File: src/rtl/core/bgr_pkg.sv
// Package for the bitmap glyph rasterizer: widths, types, glyph ROM and saturating helpers.
package bgr_pkg;

   localparam int COORD_BITS    = 13;
   localparam int ORIGIN_BITS   = 13;
   localparam int SCALE_BITS    = 4;
   localparam int TAG_BITS      = 8;
   localparam int CHAR_BITS     = 8;
   localparam int GLYPH_COLS    = 4;
   localparam int GLYPH_ROWS    = 6;
   localparam int GLYPH_CELLS   = GLYPH_COLS * GLYPH_ROWS;
   localparam int GLYPH_ADVANCE = 5;
   localparam int COL_BITS      = $clog2(GLYPH_COLS);
   localparam int ROW_BITS      = $clog2(GLYPH_ROWS);
   // largest offset is (rows-1)*15 + 15 = 90
   localparam int OFF_BITS      = 7;

   localparam int REQ_BITS      = CHAR_BITS + 1 + 2 * ORIGIN_BITS + SCALE_BITS + 2 * TAG_BITS;
   localparam int REQ_DATA_BITS = ((REQ_BITS + 7) / 8) * 8;
   localparam int RSP_BITS      = 2 * COORD_BITS + SCALE_BITS + 2 * TAG_BITS;
   localparam int RSP_DATA_BITS = ((RSP_BITS + 7) / 8) * 8;

   typedef logic signed [COORD_BITS-1:0] coord_type;
   typedef logic [OFF_BITS-1:0]          off_type;
   typedef logic [GLYPH_CELLS-1:0]       glyph_type;

   typedef enum logic [2:0] {
      ST_IDLE,
      ST_SCAN,
      ST_SHADOW,
      ST_INK,
      ST_ADVANCE
   } state_type;

   // Rows top to bottom from the MSB; within a row the MSB is the left column.
   function automatic glyph_type glyph_lookup(input logic [CHAR_BITS-1:0] code);
      logic [CHAR_BITS-1:0] ch;
      glyph_type            g;
      ch = code;
      if (code >= 8'h61 && code <= 8'h7A) begin
         ch = code - 8'h20;
      end
      case (ch)
         8'h20: g = 24'h000000;
         8'h30: g = 24'h69BD96;
         8'h31: g = 24'h262227;
         8'h32: g = 24'h69124F;
         8'h33: g = 24'hE1611E;
         8'h34: g = 24'h26AF22;
         8'h35: g = 24'hF8E196;
         8'h36: g = 24'h68E996;
         8'h37: g = 24'hF12444;
         8'h38: g = 24'h696996;
         8'h39: g = 24'h699716;
         8'h41: g = 24'h699F99;
         8'h42: g = 24'hE9E99E;
         8'h43: g = 24'h698896;
         8'h44: g = 24'hE9999E;
         8'h45: g = 24'hF8E88F;
         8'h46: g = 24'hF8E888;
         8'h47: g = 24'h698B97;
         8'h48: g = 24'h99F999;
         8'h49: g = 24'h722227;
         8'h4A: g = 24'h111196;
         8'h4B: g = 24'h9ACCA9;
         8'h4C: g = 24'h88888F;
         8'h4D: g = 24'h9FF999;
         8'h4E: g = 24'h9DFB99;
         8'h4F: g = 24'h699996;
         8'h50: g = 24'hE9E888;
         8'h51: g = 24'h699BA5;
         8'h52: g = 24'hE9ECA9;
         8'h53: g = 24'h78611E;
         8'h54: g = 24'hF44444;
         8'h55: g = 24'h999996;
         8'h56: g = 24'h999966;
         8'h57: g = 24'h999FF9;
         8'h58: g = 24'h996699;
         8'h59: g = 24'h996444;
         8'h5A: g = 24'hF1248F;
         8'h2D: g = 24'h00F000;
         8'h2E: g = 24'h000004;
         8'h3A: g = 24'h040040;
         8'h2F: g = 24'h112488;
         8'h25: g = 24'h912489;
         8'h2C: g = 24'h000048;
         8'h27: g = 24'h440000;
         8'h21: g = 24'h444404;
         8'h3F: g = 24'h691202;
         8'h28: g = 24'h244442;
         8'h29: g = 24'h422224;
         8'h3B: g = 24'h040048;
         8'h22: g = 24'hAA0000;
         8'h2B: g = 24'h04E400;
         8'h3E: g = 24'h842248;
         8'h3C: g = 24'h248842;
         8'h2A: g = 24'h0A4A00;
         default: g = '0;
      endcase
      return g;
   endfunction

   // Offset is never negative, so only the upper bound can be crossed.
   function automatic coord_type sat_add(input coord_type base, input off_type off);
      logic [COORD_BITS:0] s;
      coord_type           r;
      s = {base[COORD_BITS-1], base} + {{(COORD_BITS + 1 - OFF_BITS){1'b0}}, off};
      if (s[COORD_BITS] != s[COORD_BITS-1]) begin
         r = {1'b0, {(COORD_BITS - 1){1'b1}}};
      end else begin
         r = s[COORD_BITS-1:0];
      end
      return r;
   endfunction

   function automatic coord_type sat_origin(input logic signed [ORIGIN_BITS-1:0] v);
      localparam int CMAX = (1 << (COORD_BITS - 1)) - 1;
      localparam int CMIN = -CMAX - 1;
      logic signed [31:0] vi;
      vi = 32'(v);
      if (vi > CMAX) begin
         vi = CMAX;
      end else if (vi < CMIN) begin
         vi = CMIN;
      end
      return vi[COORD_BITS-1:0];
   endfunction

endpackage

File: src/rtl/core/bitmap_glyph_rasterizer_top.sv
// Top level of the bitmap glyph rasterizer: glyph scan sequencer with one saturating adder pair.
//
//  channel | ports   | direction | item
//  --------+---------+-----------+---------------------------------------------
//  request | req_*   | in        | one character with origin, scale, tag, alpha
//  result  | rsp_*   | out       | one filled square, shadow or ink
//
// After a character is accepted, the sequencer scans its glyph cells up to the
// last lit dot, L cells (at most 24), emits a shadow and then an ink square for
// each of its P lit dots (at most 16), and then advances the cursor. The single
// saturating x/y adder emits one square per cycle while rsp_tready allows.
// Reset clears the sequencer, the result valid and the cursor to zero.
// A result held by rsp_tready low stalls the sequencer at its next square; req_tready is high in idle only.
module bitmap_glyph_rasterizer_top import bgr_pkg::*; (
   input  logic                     clock,
   input  logic                     reset,
   input  logic                     req_tvalid,
   output logic                     req_tready,
   // char_code[7:0], string_start[8], origin_x[21:9], origin_y[34:22],
   // pixel_scale[38:35], colour_tag[46:39], alpha[54:47], zero fill above
   input  logic [REQ_DATA_BITS-1:0] req_tdata,
   output logic                     rsp_tvalid,
   input  logic                     rsp_tready,
   // rect_x, rect_y (COORD_BITS each), rect_side[4], colour_out[8],
   // alpha_out[8], from the lowest bit up, zero fill above
   output logic [RSP_DATA_BITS-1:0] rsp_tdata,
   // is_shadow
   output logic                     rsp_tuser,
   // last_of_char
   output logic                     rsp_tlast
);

   localparam int O_START = CHAR_BITS;
   localparam int O_OX    = O_START + 1;
   localparam int O_OY    = O_OX + ORIGIN_BITS;
   localparam int O_SC    = O_OY + ORIGIN_BITS;
   localparam int O_TAG   = O_SC + SCALE_BITS;
   localparam int O_ALPHA = O_TAG + TAG_BITS;

   state_type               state_ff, state_in;
   coord_type               cursor_ff, cursor_in;
   coord_type               oy_ff, oy_in;
   logic [SCALE_BITS-1:0]   sc_ff, sc_in;
   logic [TAG_BITS-1:0]     colour_ff, colour_in;
   logic [TAG_BITS-1:0]     alpha_ff, alpha_in;
   glyph_type               mask_ff, mask_in;
   logic [ROW_BITS-1:0]     row_ff, row_in;
   logic [COL_BITS-1:0]     col_ff, col_in;
   off_type                 xoff_ff, xoff_in;
   off_type                 yoff_ff, yoff_in;
   logic                    rsp_valid_ff, rsp_valid_in;
   logic [RSP_DATA_BITS-1:0] rsp_data_ff, rsp_data_in;
   logic                    rsp_user_ff, rsp_user_in;
   logic                    rsp_last_ff, rsp_last_in;

   logic                    req_take;
   logic                    out_free;
   logic                    emit;
   logic                    step;
   logic                    is_last;
   logic [SCALE_BITS-1:0]   req_sc;
   off_type                 sc_off;
   off_type                 unit_x_off;
   off_type                 unit_y_off;
   coord_type               unit_x;
   coord_type               unit_y;
   logic [TAG_BITS+1:0]     alpha3;

   assign out_free = !rsp_valid_ff || rsp_tready;
   assign sc_off   = off_type'(sc_ff);
   assign is_last  = (mask_ff[GLYPH_CELLS-2:0] == '0);
   assign req_sc   = (req_tdata[O_SC +: SCALE_BITS] == '0) ? SCALE_BITS'(1)
                                                           : req_tdata[O_SC +: SCALE_BITS];

   // next state
   always_comb begin
      state_in = state_ff;
      unique case (state_ff)
         ST_IDLE: begin
            if (req_tvalid) begin
               state_in = ST_SCAN;
            end
         end
         ST_SCAN: begin
            if (mask_ff == '0) begin
               state_in = ST_ADVANCE;
            end else if (mask_ff[GLYPH_CELLS-1]) begin
               state_in = ST_SHADOW;
            end
         end
         ST_SHADOW: begin
            if (out_free) begin
               state_in = ST_INK;
            end
         end
         ST_INK: begin
            if (out_free) begin
               state_in = ST_SCAN;
            end
         end
         ST_ADVANCE: begin
            state_in = ST_IDLE;
         end
         default: begin
            state_in = ST_IDLE;
         end
      endcase
   end

   // control outputs
   always_comb begin
      req_tready = 1'b0;
      emit       = 1'b0;
      step       = 1'b0;
      unique case (state_ff)
         ST_IDLE: begin
            req_tready = 1'b1;
         end
         ST_SCAN: begin
            step = (mask_ff != '0) && !mask_ff[GLYPH_CELLS-1];
         end
         ST_SHADOW: begin
            emit = out_free;
         end
         ST_INK: begin
            emit = out_free;
            step = out_free;
         end
         ST_ADVANCE: begin
         end
         default: begin
         end
      endcase
   end

   assign req_take = req_tready && req_tvalid;

   // shared saturating adder pair
   always_comb begin
      unit_x_off = xoff_ff;
      unit_y_off = yoff_ff;
      if (state_ff == ST_ADVANCE) begin
         unit_x_off = off_type'(GLYPH_ADVANCE) * sc_off;
      end else if (state_ff == ST_SHADOW) begin
         unit_x_off = xoff_ff + sc_off;
         unit_y_off = yoff_ff + sc_off;
      end
      unit_x = sat_add(cursor_ff, unit_x_off);
      unit_y = sat_add(oy_ff, unit_y_off);
   end

   assign alpha3 = {2'b00, alpha_ff} + {1'b0, alpha_ff, 1'b0};

   // datapath next values
   always_comb begin
      cursor_in    = cursor_ff;
      oy_in        = oy_ff;
      sc_in        = sc_ff;
      colour_in    = colour_ff;
      alpha_in     = alpha_ff;
      mask_in      = mask_ff;
      row_in       = row_ff;
      col_in       = col_ff;
      xoff_in      = xoff_ff;
      yoff_in      = yoff_ff;
      rsp_data_in  = rsp_data_ff;
      rsp_user_in  = rsp_user_ff;
      rsp_last_in  = rsp_last_ff;
      rsp_valid_in = rsp_valid_ff && !rsp_tready;

      if (req_take) begin
         if (req_tdata[O_START]) begin
            cursor_in = sat_origin(req_tdata[O_OX +: ORIGIN_BITS]);
         end
         oy_in     = sat_origin(req_tdata[O_OY +: ORIGIN_BITS]);
         sc_in     = req_sc;
         colour_in = req_tdata[O_TAG +: TAG_BITS];
         alpha_in  = req_tdata[O_ALPHA +: TAG_BITS];
         mask_in   = glyph_lookup(req_tdata[CHAR_BITS-1:0]);
         row_in    = '0;
         col_in    = '0;
      end

      // latch the dot offsets when the scan lands on a lit cell
      if (state_ff == ST_SCAN && mask_ff[GLYPH_CELLS-1]) begin
         xoff_in = off_type'(col_ff) * sc_off;
         yoff_in = off_type'(row_ff) * sc_off;
      end

      if (step) begin
         mask_in = {mask_ff[GLYPH_CELLS-2:0], 1'b0};
         if (col_ff == COL_BITS'(GLYPH_COLS - 1)) begin
            col_in = '0;
            row_in = row_ff + ROW_BITS'(1);
         end else begin
            col_in = col_ff + COL_BITS'(1);
         end
      end

      if (emit) begin
         rsp_valid_in = 1'b1;
         rsp_data_in  = '0;
         rsp_data_in[0 +: COORD_BITS]           = unit_x;
         rsp_data_in[COORD_BITS +: COORD_BITS]  = unit_y;
         rsp_data_in[2*COORD_BITS +: SCALE_BITS] = sc_ff;
         if (state_ff == ST_SHADOW) begin
            rsp_data_in[2*COORD_BITS+SCALE_BITS +: TAG_BITS]          = '0;
            rsp_data_in[2*COORD_BITS+SCALE_BITS+TAG_BITS +: TAG_BITS] = alpha3[TAG_BITS+1:2];
            rsp_user_in = 1'b1;
            rsp_last_in = 1'b0;
         end else begin
            rsp_data_in[2*COORD_BITS+SCALE_BITS +: TAG_BITS]          = colour_ff;
            rsp_data_in[2*COORD_BITS+SCALE_BITS+TAG_BITS +: TAG_BITS] = alpha_ff;
            rsp_user_in = 1'b0;
            rsp_last_in = is_last;
         end
      end

      if (state_ff == ST_ADVANCE) begin
         cursor_in = unit_x;
      end
   end

   always_ff @(posedge clock) begin
      if (reset) begin
         state_ff     <= ST_IDLE;
         cursor_ff    <= '0;
         rsp_valid_ff <= 1'b0;
      end else begin
         state_ff     <= state_in;
         cursor_ff    <= cursor_in;
         rsp_valid_ff <= rsp_valid_in;
      end
   end

   always_ff @(posedge clock) begin
      oy_ff       <= oy_in;
      sc_ff       <= sc_in;
      colour_ff   <= colour_in;
      alpha_ff    <= alpha_in;
      mask_ff     <= mask_in;
      row_ff      <= row_in;
      col_ff      <= col_in;
      xoff_ff     <= xoff_in;
      yoff_ff     <= yoff_in;
      rsp_data_ff <= rsp_data_in;
      rsp_user_ff <= rsp_user_in;
      rsp_last_ff <= rsp_last_in;
   end

   assign rsp_tvalid = rsp_valid_ff;
   assign rsp_tdata  = rsp_data_ff;
   assign rsp_tuser  = rsp_user_ff;
   assign rsp_tlast  = rsp_last_ff;

endmodule
File: config.mk
export PLATFORM = sky130hd
export DESIGN_NAME = bitmap_glyph_rasterizer_top
export DESIGN_NICKNAME = d
export VERILOG_FILES = /design/src/rtl/core/bgr_pkg.sv /design/src/rtl/core/bitmap_glyph_rasterizer_top.sv
export SDC_FILE = /design/constraint.sdc
export NUM_CORES = 1
export LEC_CHECK = 0
export ABC_AREA = 1
export BUFFER_PORTS_ARGS = -buffer_cell sky130_fd_sc_hd__buf_4
export CORE_MARGIN = 5
export CORE_UTILIZATION = 30
export CTS_BUF_LIST = sky130_fd_sc_hd__clkbuf_4
export DETAILED_ROUTE_END_ITERATION = 10
export HOLD_SLACK_MARGIN = 0.06
export MAX_ROUTING_LAYER = met4
export PLACE_DENSITY = 0.55
export REMOVE_ABC_BUFFERS = 1
export SKIP_LAST_GASP = 1
export SYNTH_ARGS = -nofsm -noshare
export SYNTH_HDL_FRONTEND = slang
export SYNTH_SLANG_ARGS = --single-unit
File: constraint.sdc
create_clock -name clock -period 3.8 [get_ports clock]
set_input_delay 0.76 -clock clock [delete_from_list [all_inputs] [get_ports clock]]
set_output_delay 0.76 -clock clock [all_outputs]
set_load 0.05 [all_outputs]
# [After elaboration in Yosys (flattened, before gate mapping)]
# Memory sizes are Yosys's and may differ from the RTL's.
# Index checks and enable logic that the tools add are counted.
[classes] eq_ne=11 n_mul=3 n_reduce_logical=20 magnitude_cmp=6 muxes=34 addsub=8
[ops] op="two-way mux 13 bit" count=7
[ops] op="two-way mux 24 bit" count=3
[ops] op="adder 13 x 8 -> 14 bit" count=2
[ops] op="two-way mux 7 bit" count=4
[ops] op="> comparator 13 bit (second input constant)" count=2
[ops] op="less-than comparator 13 bit (second input constant)" count=2
[ops] op="logical NOT 24 bit" count=1
[ops] op="two-way mux 3 bit" count=8
[ops] op="nonzero test 24 bit" count=1
[ops] op="logical NOT 23 bit" count=1
[ops] op="two-way mux 16 bit" count=1
[ops] op="two-way mux 8 bit" count=2
[ops] op="adder 7 x 4 -> 7 bit" count=2
[ops] op="case mux 3 bit (4 select lines)" count=1
[ops] op="adder 8 x 9 -> 10 bit" count=1
[ops] op="greater-or-equal comparator 8 x 7 -> 1 bit (second input constant)" count=1
[ops] op="<= comparator 8 x 7 -> 1 bit (second input constant)" count=1
[ops] op="subtractor 8 x 6 -> 8 bit (second input constant)" count=1
[ops] op="multiplier 3 x 4 -> 7 bit" count=1
[ops] op="multiplier 3 x 4 -> 7 bit (first input constant)" count=1
[ops] op="equality test 3 x 2 -> 1 bit (second input constant)" count=2
[ops] op="multiplier 2 x 4 -> 6 bit" count=1
[ops] op="two-way mux 2 bit" count=3
[ops] op="inequality test 2 bit (second input constant)" count=3
[ops] op="18 further kinds" count=30
[totals] out_inout_bits=52 n_memories=1 register_bits=141 input_bits=60 rom_bits=3072
[mem_list] name="(no name shown)" depth=128 width=24 rd=1 rd_ports_with_merged_regs=0 wr=0 line_no="bgr_pkg.sv:43" text="case (ch)"

# [Depth between registers and ports, before layout]
# An unclocked memory read counts as a cell.
[logic_depth] depth_word=8 ltp_mapped=21 mapped_depth_nobuf=21

# [Least setup slack after synthesis]
# No wires, ideal clock.
[synth_path] path_kind="register to register" start="register sc_ff[1]" end="register cursor_ff[2]" t_required_ns=3.726 period_less_slack_ns=3.485 arrival_time_ns=3.410 path_slack_ns=0.315 path_stages_with_launch=20 path_buffers=0 cell_sequence="edfxtp_1 > ha_1 > ha_1 > inv_1 > fa_1 > xnor2_1 > o21ai_0 > nor2_1 > ha_1 > nand2_1 > nor2_1 > nand3_1 > nand2_1 > nand3_1 > xnor2_1 > ha_1 > clkinv_1 > o21ai_0 > nand2_1 > a31oi_1"
[synth_via] elab_chain_cells=7
[synth_lines] element="start: declaration" line_no="bitmap_glyph_rasterizer_top.sv:43" text="logic [SCALE_BITS-1:0] sc_ff, sc_in;"
[synth_lines] element="start signal: assignment" line_no="bitmap_glyph_rasterizer_top.sv:238" text="sc_ff <= sc_in;"
[synth_lines] element="branches (longest 2 deep; another with multiplier 3 x 4 -> 7 bit)"
[synth_lines] element="two-way mux 7 bit *" line_no="bitmap_glyph_rasterizer_top.sv:142" text="if (state_ff == ST_ADVANCE) begin"
[synth_lines] element="adder 13 x 8 -> 14 bit *" line_no="bgr_pkg.sv:107" text="s = {base[COORD_BITS-1], base} + {{(COORD_BITS + 1 - OFF_BITS){1'b0}}, off};"
[synth_lines] element="inequality test 1 bit" line_no="bgr_pkg.sv:108" text="if (s[COORD_BITS] != s[COORD_BITS-1]) begin"
[synth_lines] element="two-way mux 13 bit *" line_no="bgr_pkg.sv:108"
[synth_lines] element="named net unit_x[2]" line_no="bitmap_glyph_rasterizer_top.sv:65" text="coord_type unit_x;"
[synth_lines] element="two-way mux 13 bit *" line_no="bitmap_glyph_rasterizer_top.sv:219" text="if (state_ff == ST_ADVANCE) begin"
[synth_lines] element="end signal: assignment" line_no="bitmap_glyph_rasterizer_top.sv:231" text="cursor_ff <= cursor_in;"
[synth_lines] element="end: declaration" line_no="bitmap_glyph_rasterizer_top.sv:41" text="coord_type cursor_ff, cursor_in;"
# Mark *: on every way through the listed nets, which the timed path passes.
# A chain may end at the register's enable or synchronous reset.

# [Final worst setup path]
[layout_path] start="register sc_ff[0]" end="register rsp_data_ff[5], in the netlist rsp_tdata[5], data pin"
[layout_via] elab_chain_cells=6
[layout_lines] element="branches (longest 2 deep; another with multiplier 3 x 4 -> 7 bit)"
[layout_lines] element="two-way mux 7 bit *" line_no="bitmap_glyph_rasterizer_top.sv:142"
[layout_lines] element="adder 13 x 8 -> 14 bit *" line_no="bgr_pkg.sv:107"
[layout_lines] element="inequality test 1 bit" line_no="bgr_pkg.sv:108"
[layout_lines] element="two-way mux 13 bit *" line_no="bgr_pkg.sv:108"
[layout_lines] element="named net unit_x[5]" line_no="bitmap_glyph_rasterizer_top.sv:65"
[layout_lines] element="end signal: assignment" line_no="bitmap_glyph_rasterizer_top.sv:246" text="rsp_data_ff <= rsp_data_in;"
[layout_lines] element="end: declaration" line_no="bitmap_glyph_rasterizer_top.sv:52" text="logic [RSP_DATA_BITS-1:0] rsp_data_ff, rsp_data_in;"
# Marks and branches as above.

==> metrics.md <==
| Metric | Value |
|---|---|
| Outcome | complete, no violations |
| Total core area | 0.03075 sq mm |
| Die height | around 190 um |
| Crit. End Element | flip-flop |
| Tmin final | 3.574 ns |
| Global route total overflow | 0 |
| Synthesized cell area | 0.009415 sq mm |
| Critical path fanouts, max | 8 |
| Synth cell count leaders | nand2_1, inv_1, edfxtp_1 |
| Share of layout cells above drive strength 1 | around 16% |
| Synth top area share | approximately 38% |
| Area Overhead vs Synth | 16.46% |
| Most common cell in the netlist | nand2_1 |
| Worst skew pair latency | 0.55 ns |
| Final WL | between 20000 and 25000 um |
| # hold bufs at CTS | 0 |
| CTS tree | built |
| CP required | about 4.1 ns |
| Pwr Total | between 0.006 and 0.007 W |
| Critical path class | flip-flop to flip-flop |
| Net count reported at finish | between 1k and 1.5k |
| Initial DRC count | 528 |
| First-pass DRT Iterations | 5 |
| LEAKAGE | 5.105 nW |
| Peak VDD IR | between 0.2 and 0.25 mV |
| Hold Violations, Final | 0 |
| Initial cell density of the core | about 30% |
| CP arrival | around 3.9 ns |
| Setup ws final | ~0.23 ns |
| Area leader, netlist | edfxtp_1 |
| Tcrit/Tclk final | between 90% and 100% |
| I/O pins | ~110 |
| Residual DRC | 0 |
| Slew Limit Fails | 0 |
| Worst-margin pin slew | between 0.6 and 0.7 ns |
| Post-Route Skew | 0.02993 ns |
| Max stage delay on crit path | between 0.4 and 0.5 ns |
| Largest net degree at the start of global routing | 49 |
| Clock root cell | clkbuf_4 |
| Post-synthesis sequential element count | between 100 and 150 |
| R2r startpoint | sc_ff[0]$_SDFFCE_PN1P_ |
| Max-cap viol count | 0 |
| EDFF count, synth | 119 |
| First-pass GRT wire length | approximately 40000 um |
| # fillers | between 3k and 4k |
| Synth warnings | 0 |
| Total global-route track usage | between 10% and 20% |
| Level count of the clock H-tree | 4 |
| Most used flip-flop cell after synthesis | edfxtp_1 |
| Post-Syn Instances | 1197 |
| Hold path start | req_tdata[25] |
| Die area | 0.03503 sq mm |
| Port buffer count | between 100 and 150 |
| Slowest-stage cell, CP | edfxtp_1 |
| Row Count | 64 |
| Clk pin slew, worst setup/hold paths | ~0.12 ns |
| Startpoint types | flip-flop |
| Synth cell types | 45 |
| HP Class | input pin to flip-flop |
| CP Cell Sequence | buf_4, buf_4, ha_1, ha_1, inv_1, fa_1, o22ai_1, ha_1, nand2_1, nand2_1, inv_1, nand2_1, nand2_1, nand3_1, a21boi_1, ha_1, inv_2, buf_4, nand3_1 |
| Fmax | 279.8 MHz |
| Synth top area cells | edfxtp_1, nand2_1, ha_1, nand3_1, inv_1 |
| Final ANT Viol Nets | 0 |
| Vias in the first global route | approximately 7.7k |
| Post-DR wirelength/cell | 14.42 um |
| Mean Syn Cell Area | slightly below 8 sq um |
| Total CTS buffers | 17 |
| RePlAce Congestion | 0.9221 |
| Die X | between 150 and 200 um |
| Crit path from | sc_ff[0]$_SDFFCE_PN1P_ |
| DR vias/cell | between 4 and 5 |
| Asr flop ratio synth | 0% |
| Clk sinks | 140 |
| WHS | just under 0.4 ns |
| Vias | ~8k |
| Dpl ws | around 0.25 ns |
| Setup Viol. Count Final | 0 |
| Register area share after synthesis | roughly 42% |
| Maximum buffer depth of the clock tree | 2 |
| Pwr per Cell Area | 625.7 mW/mm^2 |
| HPWL after DPL | around 19000 um |
| Max_slew headroom | 57.07% |
| Initial antenna violation count | 1 |
[worst max-delay path: cells and delay by family (launching register included)]
kind / cells / cell delay, ns
fa+ha+maj: 5 / 1.38
buf+inv: 6 / 0.65
simple gates: 6 / 0.51
flops: 1 / 0.43
compound gates: 2 / 0.33
[placed cells by master, fill, tap and decap left out, types with 5 or more instances in the layout]
master,netlist,final
nand2_1,368,368
buf_4,8,136
inv_1,122,122
edfxtp_1,119,119
nand3_1,118,118
nor2_1,85,84
o21ai_0,82,80
ha_1,55,51
a21oi_1,46,44
dfxtp_1,21,21
clkbuf_4,0,18
xnor2_1,14,14
nand4_1,11,11
xor2_1,10,10
nor3_1,9,9
fa_1,10,9
a31oi_1,8,8
inv_2,6,7
clkinv_2,0,6
o21ai_1,3,5
o22ai_1,6,5
or2_2,5,5
[worst paths after layout]
check	to	slack, ns	cells after the start
worst max-delay path	rsp_tdata[5]$_DFFE_PP_	0.23	19
worst max register to register	rsp_tdata[5]$_DFFE_PP_	0.23	19
worst min-delay path	oy_ff[3]$_SDFFCE_PN1P_	0.39	1
worst min register to register	mask_ff[0]$_SDFFE_PP0P_	0.52	2
[registers in the layout, indices dropped and copies added (netlist names), 4 cells and up]
| signal | flops |
|---|---|
| mask_ff | 24 |
| xoff_ff | 6 |
| oy_ff | 13 |
| yoff_ff | 7 |
| alpha_ff | 8 |
| colour_ff | 8 |
| rsp_tdata | 46 |
| sc_ff | 4 |
| cursor_ff | 13 |
[cell families (layout without fill, tap and decap cells)]
group / count (synthesis) / after routing / synth area share [%]
xor+xnor: 24 / 24 / 2.233
flops: 140 / 140 / 42.42
buf+inv: 186 / 298 / 8.585
other cells: 1 / 3 / 0.03983
simple gates: 621 / 621 / 28.11
compound gates: 160 / 160 / 9.183
fa+ha+maj: 65 / 65 / 9.435
[timing repair]
action | in CTS | in global routing
buffers inserted | 0 | 5
setup endpoints to repair | 0 | 23
resized for setup | 0 | 14
[where the power goes]
part           total (W)  leakage [nW]  switching [W]  internal [W]
combinational    0.00328          3.66        0.00222       0.00106
sequential       0.00265          1.30       0.000247       0.00240
clock           0.000930         0.145       0.000543      0.000387
total            0.00686          5.10        0.00301       0.00385
[per-layer routing]
metal,vias to the layer above,global-route usage [%],routed length (um)
met2,202,22.61,11430
met1,3686,18.01,11290
li1,4153,-,-
met4,0,4.579,595
met3,44,2.669,1297
met5,-,-,0
[final cells by class]
class | count | area, sq um | share of cell area, %
well taps | 396 | 495.5 | 4.518
diodes | 1 | 2.502 | 0.02282
multi-input cells | 872 | 4687 | 42.74
clock inverters | 13 | 126.4 | 1.152
flip-flops and latches | 140 | 3994 | 36.42
repair buffers | 137 | 1032 | 9.414
inverters | 130 | 493.0 | 4.496
clock buffers | 18 | 135.1 | 1.232
[through the flow]
| step | setup TNS (ns) | utilization (%) | area [sq um] | std cells |
|---|---|---|---|---|
| finish | 0 | 35.66 | 10970 | 1707 |
| global route | -0.07302 | 35.66 | 10970 | 1707 |
| CTS | 0 | 35.34 | 10870 | 1701 |
| detailed placement | 0 | 34.48 | 10600 | 1670 |
| global placement | 0 | 34.48 | 10600 | 1670 |
| floorplan | 0 | - | 9104 | 1142 |
No activity file was read; power rests on OpenSTA's default activity.
